### config.mk
export PLATFORM = sky130hd
export DESIGN_NAME = tone_effect_sequencer_top
export DESIGN_NICKNAME = d
export VERILOG_FILES = /design/src/tes_pkg.sv /design/src/tes_note_mem.sv /design/src/tes_ctrl.sv /design/src/tes_out_reg.sv /design/src/tone_effect_sequencer_top.sv
export SDC_FILE = /design/constraint.sdc
export NUM_CORES = 2
export LEC_CHECK = 0
export ABC_AREA = 1
export BUFFER_PORTS_ARGS = -buffer_cell sky130_fd_sc_hd__buf_2
export CORE_MARGIN = 2
export CORE_UTILIZATION = 44
export CTS_BUF_LIST = sky130_fd_sc_hd__clkbuf_8
export DETAILED_ROUTE_END_ITERATION = 8
export SLEW_MARGIN = 5
export SYNTH_ARGS = -nofsm -noshare
export SYNTH_HDL_FRONTEND = slang
export SYNTH_SLANG_ARGS = --single-unit
### constraint.sdc
create_clock -name aclk -period 7.4 [get_ports aclk]
set_input_delay 0 -clock aclk [delete_from_list [all_inputs] [get_ports aclk]]
set_output_delay 0 -clock aclk [all_outputs]
set_load 0.05 [all_outputs]
### src/tes_pkg.sv
// ----------------------------------------------------------------------------
// tes_pkg
// Shared types, constants and helpers of the tone effect sequencer.
// ----------------------------------------------------------------------------
package tes_pkg;

    localparam int DEFAULT_NOTE_DEPTH = 64;

    localparam int ACTION_W    = 2;
    localparam int LOC_W       = 6;
    localparam int LOC_RANGE   = 64;
    localparam int WORD_W      = 32;
    localparam int HALF_W      = 16;
    localparam int S_TDATA_W   = 40;
    localparam int M_TDATA_W   = 24;
    localparam int RES_W       = 18;

    localparam logic [ACTION_W-1:0] ACT_TICK  = 2'd0;
    localparam logic [ACTION_W-1:0] ACT_START = 2'd1;
    localparam logic [ACTION_W-1:0] ACT_WRITE = 2'd2;

    typedef struct packed {
        logic              playing;
        logic [HALF_W-1:0] tone_divider;
        logic              tone_enable;
    } result_t;

    // a word below 0x10000 closes an effect and carries its repeat count
    function automatic logic is_end_marker(input logic [WORD_W-1:0] word);
        return (word[WORD_W-1:HALF_W] == '0);
    endfunction

endpackage

### src/tes_note_mem.sv
// ----------------------------------------------------------------------------
// tes_note_mem
// Note word memory: one write port, one read port, registered read data.
// ----------------------------------------------------------------------------
module tes_note_mem #(
    parameter int NOTE_DEPTH = tes_pkg::DEFAULT_NOTE_DEPTH
) (
    input  logic                          aclk,
    input  logic                          wr_en,
    input  logic [$clog2(NOTE_DEPTH)-1:0] wr_addr,
    input  logic [tes_pkg::WORD_W-1:0]    wr_data,
    input  logic [$clog2(NOTE_DEPTH)-1:0] rd_addr,
    output logic [tes_pkg::WORD_W-1:0]    rd_data
);

    logic [tes_pkg::WORD_W-1:0] mem [NOTE_DEPTH];
    logic [tes_pkg::WORD_W-1:0] rd_data_reg;

    always_ff @(posedge aclk) begin
        if (wr_en) begin
            mem[wr_addr] <= wr_data;
        end
    end

    always_ff @(posedge aclk) begin
        rd_data_reg <= mem[rd_addr];
    end

    assign rd_data = rd_data_reg;

endmodule

### src/tes_ctrl.sv
// ----------------------------------------------------------------------------
// tes_ctrl
// Playback sequencer: takes items, walks the note memory, keeps play state.
// ----------------------------------------------------------------------------
module tes_ctrl #(
    parameter int NOTE_DEPTH = tes_pkg::DEFAULT_NOTE_DEPTH
) (
    input  logic                             aclk,
    input  logic                             aresetn,
    input  logic                             in_valid,
    output logic                             in_ready,
    input  logic [tes_pkg::ACTION_W-1:0]     in_action,
    input  logic [tes_pkg::LOC_W-1:0]        in_location,
    input  logic [tes_pkg::WORD_W-1:0]       in_word,
    output logic                             mem_wr_en,
    output logic [$clog2(NOTE_DEPTH)-1:0]    mem_wr_addr,
    output logic [tes_pkg::WORD_W-1:0]       mem_wr_data,
    output logic [$clog2(NOTE_DEPTH)-1:0]    mem_rd_addr,
    input  logic [tes_pkg::WORD_W-1:0]       mem_rd_data,
    input  logic                             res_free,
    output logic                             res_push,
    output tes_pkg::result_t                 res
);

    localparam int AW = $clog2(NOTE_DEPTH);
    localparam logic [AW-1:0] LAST_ADDR = AW'(NOTE_DEPTH - 1);

    typedef enum logic [5:0] {
        ST_IDLE = 6'b000001,
        ST_EXEC = 6'b000010,
        ST_ADV  = 6'b000100,
        ST_LOAD = 6'b001000,
        ST_SCAN = 6'b010000,
        ST_FIN  = 6'b100000
    } state_t;

    state_t state_reg, state_next;

    logic [tes_pkg::ACTION_W-1:0] action_reg, action_next;
    logic [AW-1:0] loc_reg, loc_next;
    logic [AW-1:0] pos_reg, pos_next;
    logic [AW-1:0] start_reg, start_next;
    logic [AW-1:0] scan_addr_reg, scan_addr_next;
    logic [AW-1:0] scan_cnt_reg, scan_cnt_next;
    logic [tes_pkg::HALF_W-1:0] ticks_reg, ticks_next;
    logic [tes_pkg::HALF_W-1:0] reps_reg, reps_next;
    logic [tes_pkg::HALF_W-1:0] div_reg, div_next;
    logic stopped_reg, stopped_next;
    logic tone_reg, tone_next;

    logic [AW-1:0] loc_mod_tab [tes_pkg::LOC_RANGE];
    logic [AW-1:0] loc_in;
    logic [AW-1:0] pos_inc;
    logic [tes_pkg::HALF_W-1:0] ticks_dec;
    logic [tes_pkg::HALF_W-1:0] reps_dec;
    logic in_fire;

    function automatic logic [AW-1:0] next_addr(input logic [AW-1:0] a);
        return (a == LAST_ADDR) ? '0 : a + AW'(1);
    endfunction

    // location folded into the note memory range
    for (genvar g = 0; g < tes_pkg::LOC_RANGE; g++) begin : g_loc_mod
        assign loc_mod_tab[g] = AW'(g % NOTE_DEPTH);
    end

    assign loc_in    = loc_mod_tab[in_location];
    assign pos_inc   = next_addr(pos_reg);
    assign ticks_dec = ticks_reg - 16'd1;
    assign reps_dec  = reps_reg - 16'd1;

    assign in_ready    = (state_reg == ST_IDLE);
    assign in_fire     = in_valid && in_ready;
    assign mem_wr_en   = in_fire && (in_action == tes_pkg::ACT_WRITE);
    assign mem_wr_addr = loc_in;
    assign mem_wr_data = in_word;

    assign res.tone_enable  = tone_reg;
    assign res.tone_divider = div_reg;
    assign res.playing      = !stopped_reg;

    always_comb begin
        state_next     = state_reg;
        action_next    = action_reg;
        loc_next       = loc_reg;
        pos_next       = pos_reg;
        start_next     = start_reg;
        scan_addr_next = scan_addr_reg;
        scan_cnt_next  = scan_cnt_reg;
        ticks_next     = ticks_reg;
        reps_next      = reps_reg;
        div_next       = div_reg;
        stopped_next   = stopped_reg;
        tone_next      = tone_reg;
        mem_rd_addr    = pos_reg;
        res_push       = 1'b0;

        unique case (state_reg)
            ST_IDLE: begin
                if (in_valid) begin
                    action_next = in_action;
                    loc_next    = loc_in;
                    state_next  = ST_EXEC;
                end
            end
            ST_EXEC: begin
                unique case (action_reg)
                    tes_pkg::ACT_TICK: begin
                        if (stopped_reg) begin
                            state_next = ST_FIN;
                        end else begin
                            ticks_next = ticks_dec;
                            if (ticks_dec != '0) begin
                                state_next = ST_FIN;
                            end else begin
                                pos_next    = pos_inc;
                                mem_rd_addr = pos_inc;
                                state_next  = ST_ADV;
                            end
                        end
                    end
                    tes_pkg::ACT_START: begin
                        pos_next       = loc_reg;
                        start_next     = loc_reg;
                        stopped_next   = 1'b0;
                        reps_next      = 16'd1;
                        mem_rd_addr    = loc_reg;
                        scan_addr_next = next_addr(loc_reg);
                        scan_cnt_next  = '0;
                        state_next     = ST_SCAN;
                    end
                    default: begin
                        state_next = ST_FIN;
                    end
                endcase
            end
            ST_ADV: begin
                if (tes_pkg::is_end_marker(mem_rd_data)) begin
                    reps_next = reps_dec;
                    if (reps_dec == '0) begin
                        tone_next    = 1'b0;
                        stopped_next = 1'b1;
                        state_next   = ST_FIN;
                    end else begin
                        pos_next    = start_reg;
                        mem_rd_addr = start_reg;
                        state_next  = ST_LOAD;
                    end
                end else begin
                    ticks_next = mem_rd_data[tes_pkg::WORD_W-1:tes_pkg::HALF_W];
                    div_next   = mem_rd_data[tes_pkg::HALF_W-1:0];
                    tone_next  = 1'b1;
                    state_next = ST_FIN;
                end
            end
            ST_LOAD: begin
                ticks_next = mem_rd_data[tes_pkg::WORD_W-1:tes_pkg::HALF_W];
                div_next   = mem_rd_data[tes_pkg::HALF_W-1:0];
                tone_next  = 1'b1;
                state_next = ST_FIN;
            end
            ST_SCAN: begin
                // first word of the effect is also the note that plays
                if (scan_cnt_reg == '0) begin
                    ticks_next = mem_rd_data[tes_pkg::WORD_W-1:tes_pkg::HALF_W];
                    div_next   = mem_rd_data[tes_pkg::HALF_W-1:0];
                    tone_next  = 1'b1;
                end
                if (tes_pkg::is_end_marker(mem_rd_data)) begin
                    reps_next  = mem_rd_data[tes_pkg::HALF_W-1:0];
                    state_next = ST_FIN;
                end else if (scan_cnt_reg == LAST_ADDR) begin
                    state_next = ST_FIN;
                end else begin
                    mem_rd_addr    = scan_addr_reg;
                    scan_addr_next = next_addr(scan_addr_reg);
                    scan_cnt_next  = scan_cnt_reg + AW'(1);
                end
            end
            ST_FIN: begin
                if (res_free) begin
                    res_push   = 1'b1;
                    state_next = ST_IDLE;
                end
            end
            default: begin
                state_next = ST_IDLE;
            end
        endcase
    end

    always_ff @(posedge aclk) begin
        if (!aresetn) begin
            state_reg   <= ST_IDLE;
            pos_reg     <= '0;
            start_reg   <= '0;
            ticks_reg   <= '0;
            reps_reg    <= '0;
            div_reg     <= '0;
            stopped_reg <= 1'b1;
            tone_reg    <= 1'b0;
        end else begin
            state_reg   <= state_next;
            pos_reg     <= pos_next;
            start_reg   <= start_next;
            ticks_reg   <= ticks_next;
            reps_reg    <= reps_next;
            div_reg     <= div_next;
            stopped_reg <= stopped_next;
            tone_reg    <= tone_next;
        end
    end

    always_ff @(posedge aclk) begin
        action_reg    <= action_next;
        loc_reg       <= loc_next;
        scan_addr_reg <= scan_addr_next;
        scan_cnt_reg  <= scan_cnt_next;
    end

`ifndef NO_ASSERTIONS
    a_stop_silences: assert property (@(posedge aclk) disable iff (!aresetn)
        $rose(stopped_reg) |-> !tone_reg)
        else $error("effect stopped with the tone still on");

    a_walk_only_playing: assert property (@(posedge aclk) disable iff (!aresetn)
        (state_reg == ST_ADV || state_reg == ST_LOAD || state_reg == ST_SCAN)
        |-> !stopped_reg)
        else $error("note memory walk while stopped");

    a_write_when_idle: assert property (@(posedge aclk) disable iff (!aresetn)
        mem_wr_en |-> (state_reg == ST_IDLE))
        else $error("note write outside idle");

    a_scan_bound: assert property (@(posedge aclk) disable iff (!aresetn)
        (state_reg == ST_SCAN && state_next == ST_SCAN) |=>
        (scan_cnt_reg == $past(scan_cnt_reg) + AW'(1)))
        else $error("marker scan count skipped");
`endif

endmodule

### src/tes_out_reg.sv
// ----------------------------------------------------------------------------
// tes_out_reg
// Result register towards the master side, packs the result item.
// ----------------------------------------------------------------------------
module tes_out_reg (
    input  logic                            aclk,
    input  logic                            aresetn,
    input  logic                            push,
    input  tes_pkg::result_t                res,
    output logic                            free,
    output logic                            m_tvalid,
    input  logic                            m_tready,
    output logic [tes_pkg::M_TDATA_W-1:0]   m_tdata
);

    logic             valid_reg;
    tes_pkg::result_t data_reg;

    assign free     = !valid_reg || m_tready;
    assign m_tvalid = valid_reg;
    assign m_tdata  = {{(tes_pkg::M_TDATA_W - tes_pkg::RES_W){1'b0}},
                       data_reg.playing, data_reg.tone_divider, data_reg.tone_enable};

    always_ff @(posedge aclk) begin
        if (!aresetn) begin
            valid_reg <= 1'b0;
        end else if (push) begin
            valid_reg <= 1'b1;
        end else if (m_tready) begin
            valid_reg <= 1'b0;
        end
    end

    always_ff @(posedge aclk) begin
        if (push) begin
            data_reg <= res;
        end
    end

endmodule

### src/tone_effect_sequencer_top.sv
// ----------------------------------------------------------------------------
// tone_effect_sequencer_top
// Sound-effect player over a note memory, stream interface on both sides.
// ----------------------------------------------------------------------------
// Every input item gives one result item with the tone state after it. A write
// item, an unused action or a tick within a note passes through the execute and
// finish states; a tick that ends a note also passes the advance state, and the
// load state when the effect restarts. A start item scans for the end marker, up to
// NOTE_DEPTH words, since the single read port of the note memory steps one
// word a cycle. The next item is taken once the previous result sits in the
// output register.
module tone_effect_sequencer_top #(
    parameter int NOTE_DEPTH = tes_pkg::DEFAULT_NOTE_DEPTH
) (
    input  logic                               aclk,
    input  logic                               aresetn,
    input  logic                               s_tvalid,
    output logic                               s_tready,
    input  logic [tes_pkg::S_TDATA_W-1:0]      s_tdata,  // location, note_word
    input  logic [tes_pkg::ACTION_W-1:0]       s_tuser,  // action
    output logic                               m_tvalid,
    input  logic                               m_tready,
    output logic [tes_pkg::M_TDATA_W-1:0]      m_tdata   // tone_enable, tone_divider, playing
);

    localparam int AW = $clog2(NOTE_DEPTH);

    logic                       wr_en;
    logic [AW-1:0]              wr_addr;
    logic [tes_pkg::WORD_W-1:0] wr_data;
    logic [AW-1:0]              rd_addr;
    logic [tes_pkg::WORD_W-1:0] rd_data;
    logic                       res_free;
    logic                       res_push;
    tes_pkg::result_t           res;

    tes_note_mem #(
        .NOTE_DEPTH (NOTE_DEPTH)
    ) u_mem (
        .aclk    (aclk),
        .wr_en   (wr_en),
        .wr_addr (wr_addr),
        .wr_data (wr_data),
        .rd_addr (rd_addr),
        .rd_data (rd_data)
    );

    tes_ctrl #(
        .NOTE_DEPTH (NOTE_DEPTH)
    ) u_ctrl (
        .aclk        (aclk),
        .aresetn     (aresetn),
        .in_valid    (s_tvalid),
        .in_ready    (s_tready),
        .in_action   (s_tuser),
        .in_location (s_tdata[tes_pkg::LOC_W-1:0]),
        .in_word     (s_tdata[tes_pkg::LOC_W+tes_pkg::WORD_W-1:tes_pkg::LOC_W]),
        .mem_wr_en   (wr_en),
        .mem_wr_addr (wr_addr),
        .mem_wr_data (wr_data),
        .mem_rd_addr (rd_addr),
        .mem_rd_data (rd_data),
        .res_free    (res_free),
        .res_push    (res_push),
        .res         (res)
    );

    tes_out_reg u_out (
        .aclk     (aclk),
        .aresetn  (aresetn),
        .push     (res_push),
        .res      (res),
        .free     (res_free),
        .m_tvalid (m_tvalid),
        .m_tready (m_tready),
        .m_tdata  (m_tdata)
    );

endmodule
Word level (Yosys, flattened, before mapping):

Memories as Yosys holds them, arrays and structs flattened. A register that Yosys moved wholly into a read port is not among the register bits.
Cells that the tools add are included.

* register bits after elaboration: 107
* RAM bits: 2048
* bits in read-only memories: 384
* input bits: 46
* output and inout bits: 26
* memories: 2

* $add $sub $neg: 6
* order comparisons: 1
* eq/ne operators: 26
* muxes and demuxes: 58
* bitwise logic cells: 1
* reductions and logical operators: 25

Memories
* u_mem.mem: words 64, width 32, rd ports 1, clocked after memory_dff 1, write ports 1, RTL line tes_note_mem.sv:16 `logic [tes_pkg::WORD_W-1:0] mem [NOTE_DEPTH];`
* (name not given): words 64, width 6, rd ports 1, clocked after memory_dff 0, write ports 0, RTL line tes_ctrl.sv:67 `assign loc_in = loc_mod_tab[in_location];`

Operators with widths (count)
* $mux 6: 25
* $mux 16: 9
* $pmux 16 s3: 2
* $pmux 16 s4: 1
* $pmux 6 s2: 5
* $pmux 6 s6: 1
* $logic_not 16->1: 2
* $sub 16x1->16 const B: 2
* $eq 6x6->1 const B: 5
* $add 6x1->6 const B: 4
* $pmux 6 s3: 1
* $reduce_bool 16->1: 1
* $mux 1: 12
* $ne 2x1->1 const B: 6
* $ne 2x2->1 const B: 6
* $reduce_and 4->1: 3
* $reduce_and 3->1: 3
* $ge 7x7->1 const B: 1
* $not 6->7: 1
* $eq 6x1->1 const B: 1
* $eq 6x2->1 const B: 1
* $eq 6x3->1 const B: 1
* $eq 6x4->1 const B: 1
* $eq 6x5->1 const B: 1
* other kinds (16): 22

Logic depth before layout (Yosys ltp):

* word-level depth: 6
* mapped depth: 28
* depth with buffers taken out: 25

Hierarchy:

Synthesis repeated with hierarchy kept, for this count alone.

* cells, all modules: 7651
* area, all modules: 89149.3 µm²

By module, submodules not included
* tes_note_mem: times used 1, cells an instance 6769, area each 82738.1 µm², seq. area each 62139.6 µm²
* tes_ctrl: times used 1, cells an instance 851, area each 5775.5 µm², seq. area each 1961.9 µm²
* tes_out_reg: times used 1, cells an instance 31, area each 635.6 µm², seq. area each 560.5 µm²

Worst setup path before layout:

OpenSTA, ideal clock, no wires.

* path type: reg2reg
* from: register, netlist name u_ctrl.scan_cnt_reg[0]
* to: memory u_mem.mem[0][0] (netlist bit) (enable)
* setup time: 421 ps
* arrival time: 3819 ps
* data required time: 6979 ps
* setup slack: 3160 ps
* cell stages (with the launch flop): 16
* clock period less this slack: 4240 ps
* path through: edfxtp_1 > ha_1 > nand2_1 > nor2_1 > nand2_1 > nand2_1 > inv_1 > nand2_1 > nand2_1 > nor2_1 > inv_1 > nor2_1 > nand3b_1 > nor2_1 > nand3_1 > nor2_1

RTL lines (RTL line)
* end, declared: tes_note_mem.sv:16

Worst setup path after layout:

* from: register u_ctrl.state_reg[3]
* to: register u_mem.rd_data_reg (netlist bit u_mem.rd_data[13]), read port of u_mem.mem

* longest elaborated chain between the ends: 2
* elaborated cells between the ends (all ways): 4
* classes of those cells: 3 x eq/ne; 1 x mux

RTL lines
* start, declared: RTL line tes_ctrl.sv:37 `state_t state_reg, state_next;`
* start signal, assigned: RTL line tes_ctrl.sv:203 `state_reg <= state_next;`
* $eq 6x5->1 (tied with other cells): RTL line tes_ctrl.sv:98 `unique case (state_reg)`
* $pmux 6 s3 *: RTL line tes_ctrl.sv:98
* end, declared: RTL line tes_note_mem.sv:17 `logic [tes_pkg::WORD_W-1:0] rd_data_reg;`

Every way passes the cells marked *; elsewhere a longest branch is shown, timed or not.
A chain may end at the register's enable or synchronous reset.

==> metrics.txt <==
largest family of logic cells by synthesized area=simple AND/OR/NAND/NOR gates; Area growth, synth to finish=11.8%; Comb power frac=0.159; nets=8860; CP endpoint kind=flop; synth top area cells=edfxtp_1 67%, nand2_1 12%, nand3_1 11%; routed wire length=279000 um; WP data arrival=6.66 ns; fmax=175 MHz; status=finished clean; Static Leak=40.0 nW; fin crit period=5.71 ns; Synth Area in XOR/XNOR=0.00141; total grt overflow=0; initial drt markers=7995; Hold Violations, Final=0; Sink Count=2187; PostCTS Resize Cnt=0; sequential share of the synthesized area=0.695; CORE AREA=210000 um2; hpwl dp=141000 um; WL met2=127000 um; Post-Syn Instances=8704; largest net degree at the start of global routing=180; Synth Area in Adders=0.00121; chip height=464 um; Clock Skew=0.108 ns; met3 WL post-DR=27200 um; synth unique cells=44; P_sw=0.00841 W; Seq pwr share=0.489; CTS tree=done; Starting Density=0.443; Inst Count DP=11.2k; hold path depth=3; Post-CTS Setup Bufs=0; min-delay src=aresetn; YS warnings=0; Worst Path Required=8.35 ns; compound-gate portion of the synthesized area=0.0107; CTS Root Cell=clkbuf_8; clock-pin slew on the worst setup and hold paths=0.07 ns; Pins Over Slew Limit=0; DRT met1 WL=115000 um; share of layout cells above drive strength 1=0.0871; drt pass-1 iters=6; top sig layer=met4; top_reg_cell synth=edfxtp_1; VDD IR max=0.190 mV; Slew headroom=0.248; mux cell area share after synthesis=0; max reg flops=2048; number of routed nets with antenna violations=0; first-pass GRT wire length=407000 um; vias per cell=5.61; WL/cell=23.4 um; Chip Width=464 um; setup_tns=0 ns; cts hold-fix bufs=54; I/O pin count=72; port bufs=63; Worst Max-Slew Pin Slew=1.12 ns; asr flop ratio synth=0; EDFF count, synth=2086; Synth top area share=0.673; Crit Path Class=flop to flop; Sw Share=0.295; hold crit path type=primary input to flop; syn_area_per_cell=10.7 um2; Hold EP=u_ctrl.state_reg[0]$_SDFFE_PN1P_; path depth of the worst reg2reg path=21; vias in the first global route=62.9k; Simple-Gate Fraction of Synth Area=0.252; std cell rows=168; Residual DRC=0; endpoints failing setup=0; Layout Cells excl Fill=11.9k; TritonCTS buffer count=372; via count=66.7k; Int Pwr=0.0201 W; largest fanout on the critical path=89; clock share of power=0.351; total global-route track usage=0.252; antenna violations before repair=6; CTS Buffer Depth=4; type of origin of the critical path=flop; die footprint=215000 um2; pwr dens=274 nW/um2; largest area contributor in the netlist=edfxtp_1; post-synthesis register bit count=2187; H-tree level count=5; fin crit share=0.772; Critical R2R Launch=u_ctrl.state_reg[3]$_SDFFE_PN0P_; synthesized cell area=93000 um2; Routability Congestion=0.848; setup slack, reg-to-reg=1.69 ns; Critical R2R Capture=u_mem.rd_data[13]$_DFF_P_; Clock Latency Late Sink=1.11 ns; unrepaired setup endpoints after global routing=no; max_cap viols=0
## through the flow
stage | worst slack (ns) | hold slack (ns) | total power (W) | area (um2) | utilization
after global placement | 1.97 | 0.246 | 0.0186 | 96800 | 0.461
after global routing | 1.38 | 0.181 | 0.0296 | 104000 | 0.496
after CTS | 1.85 | 0.0296 | 0.0286 | 104000 | 0.496
final | 1.69 | 0.145 | 0.0285 | 104000 | 0.496
after floorplan | 3.16 | 0.0989 | 0.0169 | 93000 | -
after detailed placement | 1.90 | 0.240 | 0.0187 | 96800 | 0.461
## area by class of cell
type | instances | area (um2)
fillers | 18700 | 106000
clock buffers | 391 | 5380
inverters | 260 | 982
flip-flops and latches | 2187 | 64700
clock inverters | 259 | 1290
well taps | 2805 | 3510
diodes | 2 | 5.00
multi-input cells | 5681 | 25300
repair buffers | 303 | 2830
## cell usage after synthesis (all sizes together), types with 2 or more instances
cell and instances:
xnor2 4, nor4 7, a21oi 52, xor2 11
ha 9, nor2 210, buf 389, nand3 2116
edfxtp 2086, nand3b 39, a31oi 15, clkinv 2
a221oi 2, dfxtp 101, inv 258, a22oi 9
a211oi 4, nand2 3072, o21ai 81, and2 2
nand4 12, nor3 12, clkbuf 192, o22ai 14
## worst max-delay path by stage
stage / startpoint / end / slack (ns) / depth (start not counted)
after global routing: u_ctrl.reps_reg[0]$_SDFFE_PN0P_ / u_mem.rd_data[3]$_DFF_P_ / 1.38 / 24
after detailed placement: u_ctrl.state_reg[3]$_SDFFE_PN0P_ / u_mem.rd_data[13]$_DFF_P_ / 1.90 / 21
after global placement: u_ctrl.state_reg[0]$_SDFFE_PN1P_ / u_mem.rd_data[13]$_DFF_P_ / 1.97 / 21
final: u_ctrl.state_reg[3]$_SDFFE_PN0P_ / u_mem.rd_data[13]$_DFF_P_ / 1.69 / 21
after floorplan: u_ctrl.scan_cnt_reg[0]$_SDFFCE_PN0P_ / u_mem.mem[0][0]$_DFFE_PP_ / 3.16 / 15
after CTS: u_ctrl.state_reg[3]$_SDFFE_PN0P_ / u_mem.rd_data[13]$_DFF_P_ / 1.85 / 21
## cell usage in the layout (no fill, tap or decap), types with 12 or more instances in the layout
cell | synthesis | final
nor2_1 | 203 | 139
o21ai_0 | 78 | 76
edfxtp_1 | 2086 | 2086
o22ai_1 | 14 | 14
clkinv_2 | 1 | 36
nand4_1 | 12 | 12
buf_12 | 0 | 46
nand2_1 | 3069 | 3069
dfxtp_1 | 101 | 101
nor2_4 | 0 | 64
nand3_1 | 2116 | 2116
buf_2 | 298 | 63
dlygate4sd3_1 | 0 | 54
nand3b_1 | 39 | 39
clkbuf_8 | 0 | 391
a21oi_1 | 50 | 50
clkinv_1 | 1 | 79
a31oi_1 | 15 | 15
inv_1 | 250 | 377
buf_4 | 24 | 140
## kinds of logic after synthesis
kind of cell	Yosys count
xor gates and xnor gates	15
other	1
DFF	2187
and+or+nand+nor	5472
buffers and inverters	841
AOI/OAI and AO/OA	179
adders and majority gates	9
## routing by layer
metal,GRT usage,vias up
met5,0,-
met2,0.393,3201
met3,0.0517,489
li1,-,30400
met4,0.0922,0
met1,0.350,32600
## power groups by stage
stage                     logic (W)  registers, W  clock network, W
after floorplan             0.00290        0.0140                 0
after global placement      0.00444        0.0142                 0
after detailed placement    0.00447        0.0142                 0
after CTS                   0.00450        0.0139            0.0101
after global routing        0.00496        0.0139            0.0107
final                       0.00454        0.0139            0.0100
## critical path, stage by stage, from the launching register on
cell	delay, ns
dfxtp_1	0.43
nor2_1	0.10
inv_2	0.09
nor2_1	0.06
nand3_1	0.07
buf_4	0.24
nand2_1	0.12
nor2_2	0.50
clkinv_2	0.39
nand2_1	0.21
nor2_2	0.09
nand2_8	0.59
nand2_8	0.64
buf_12	0.45
nand2_1	0.08
nand2_1	0.04
nand2_1	0.06
nand3_1	0.09
nand3_1	0.23
nand3_1	0.35
nand3_1	0.47
nand2_1	0.09
Note: power is estimated with default switching activity, not from simulation.
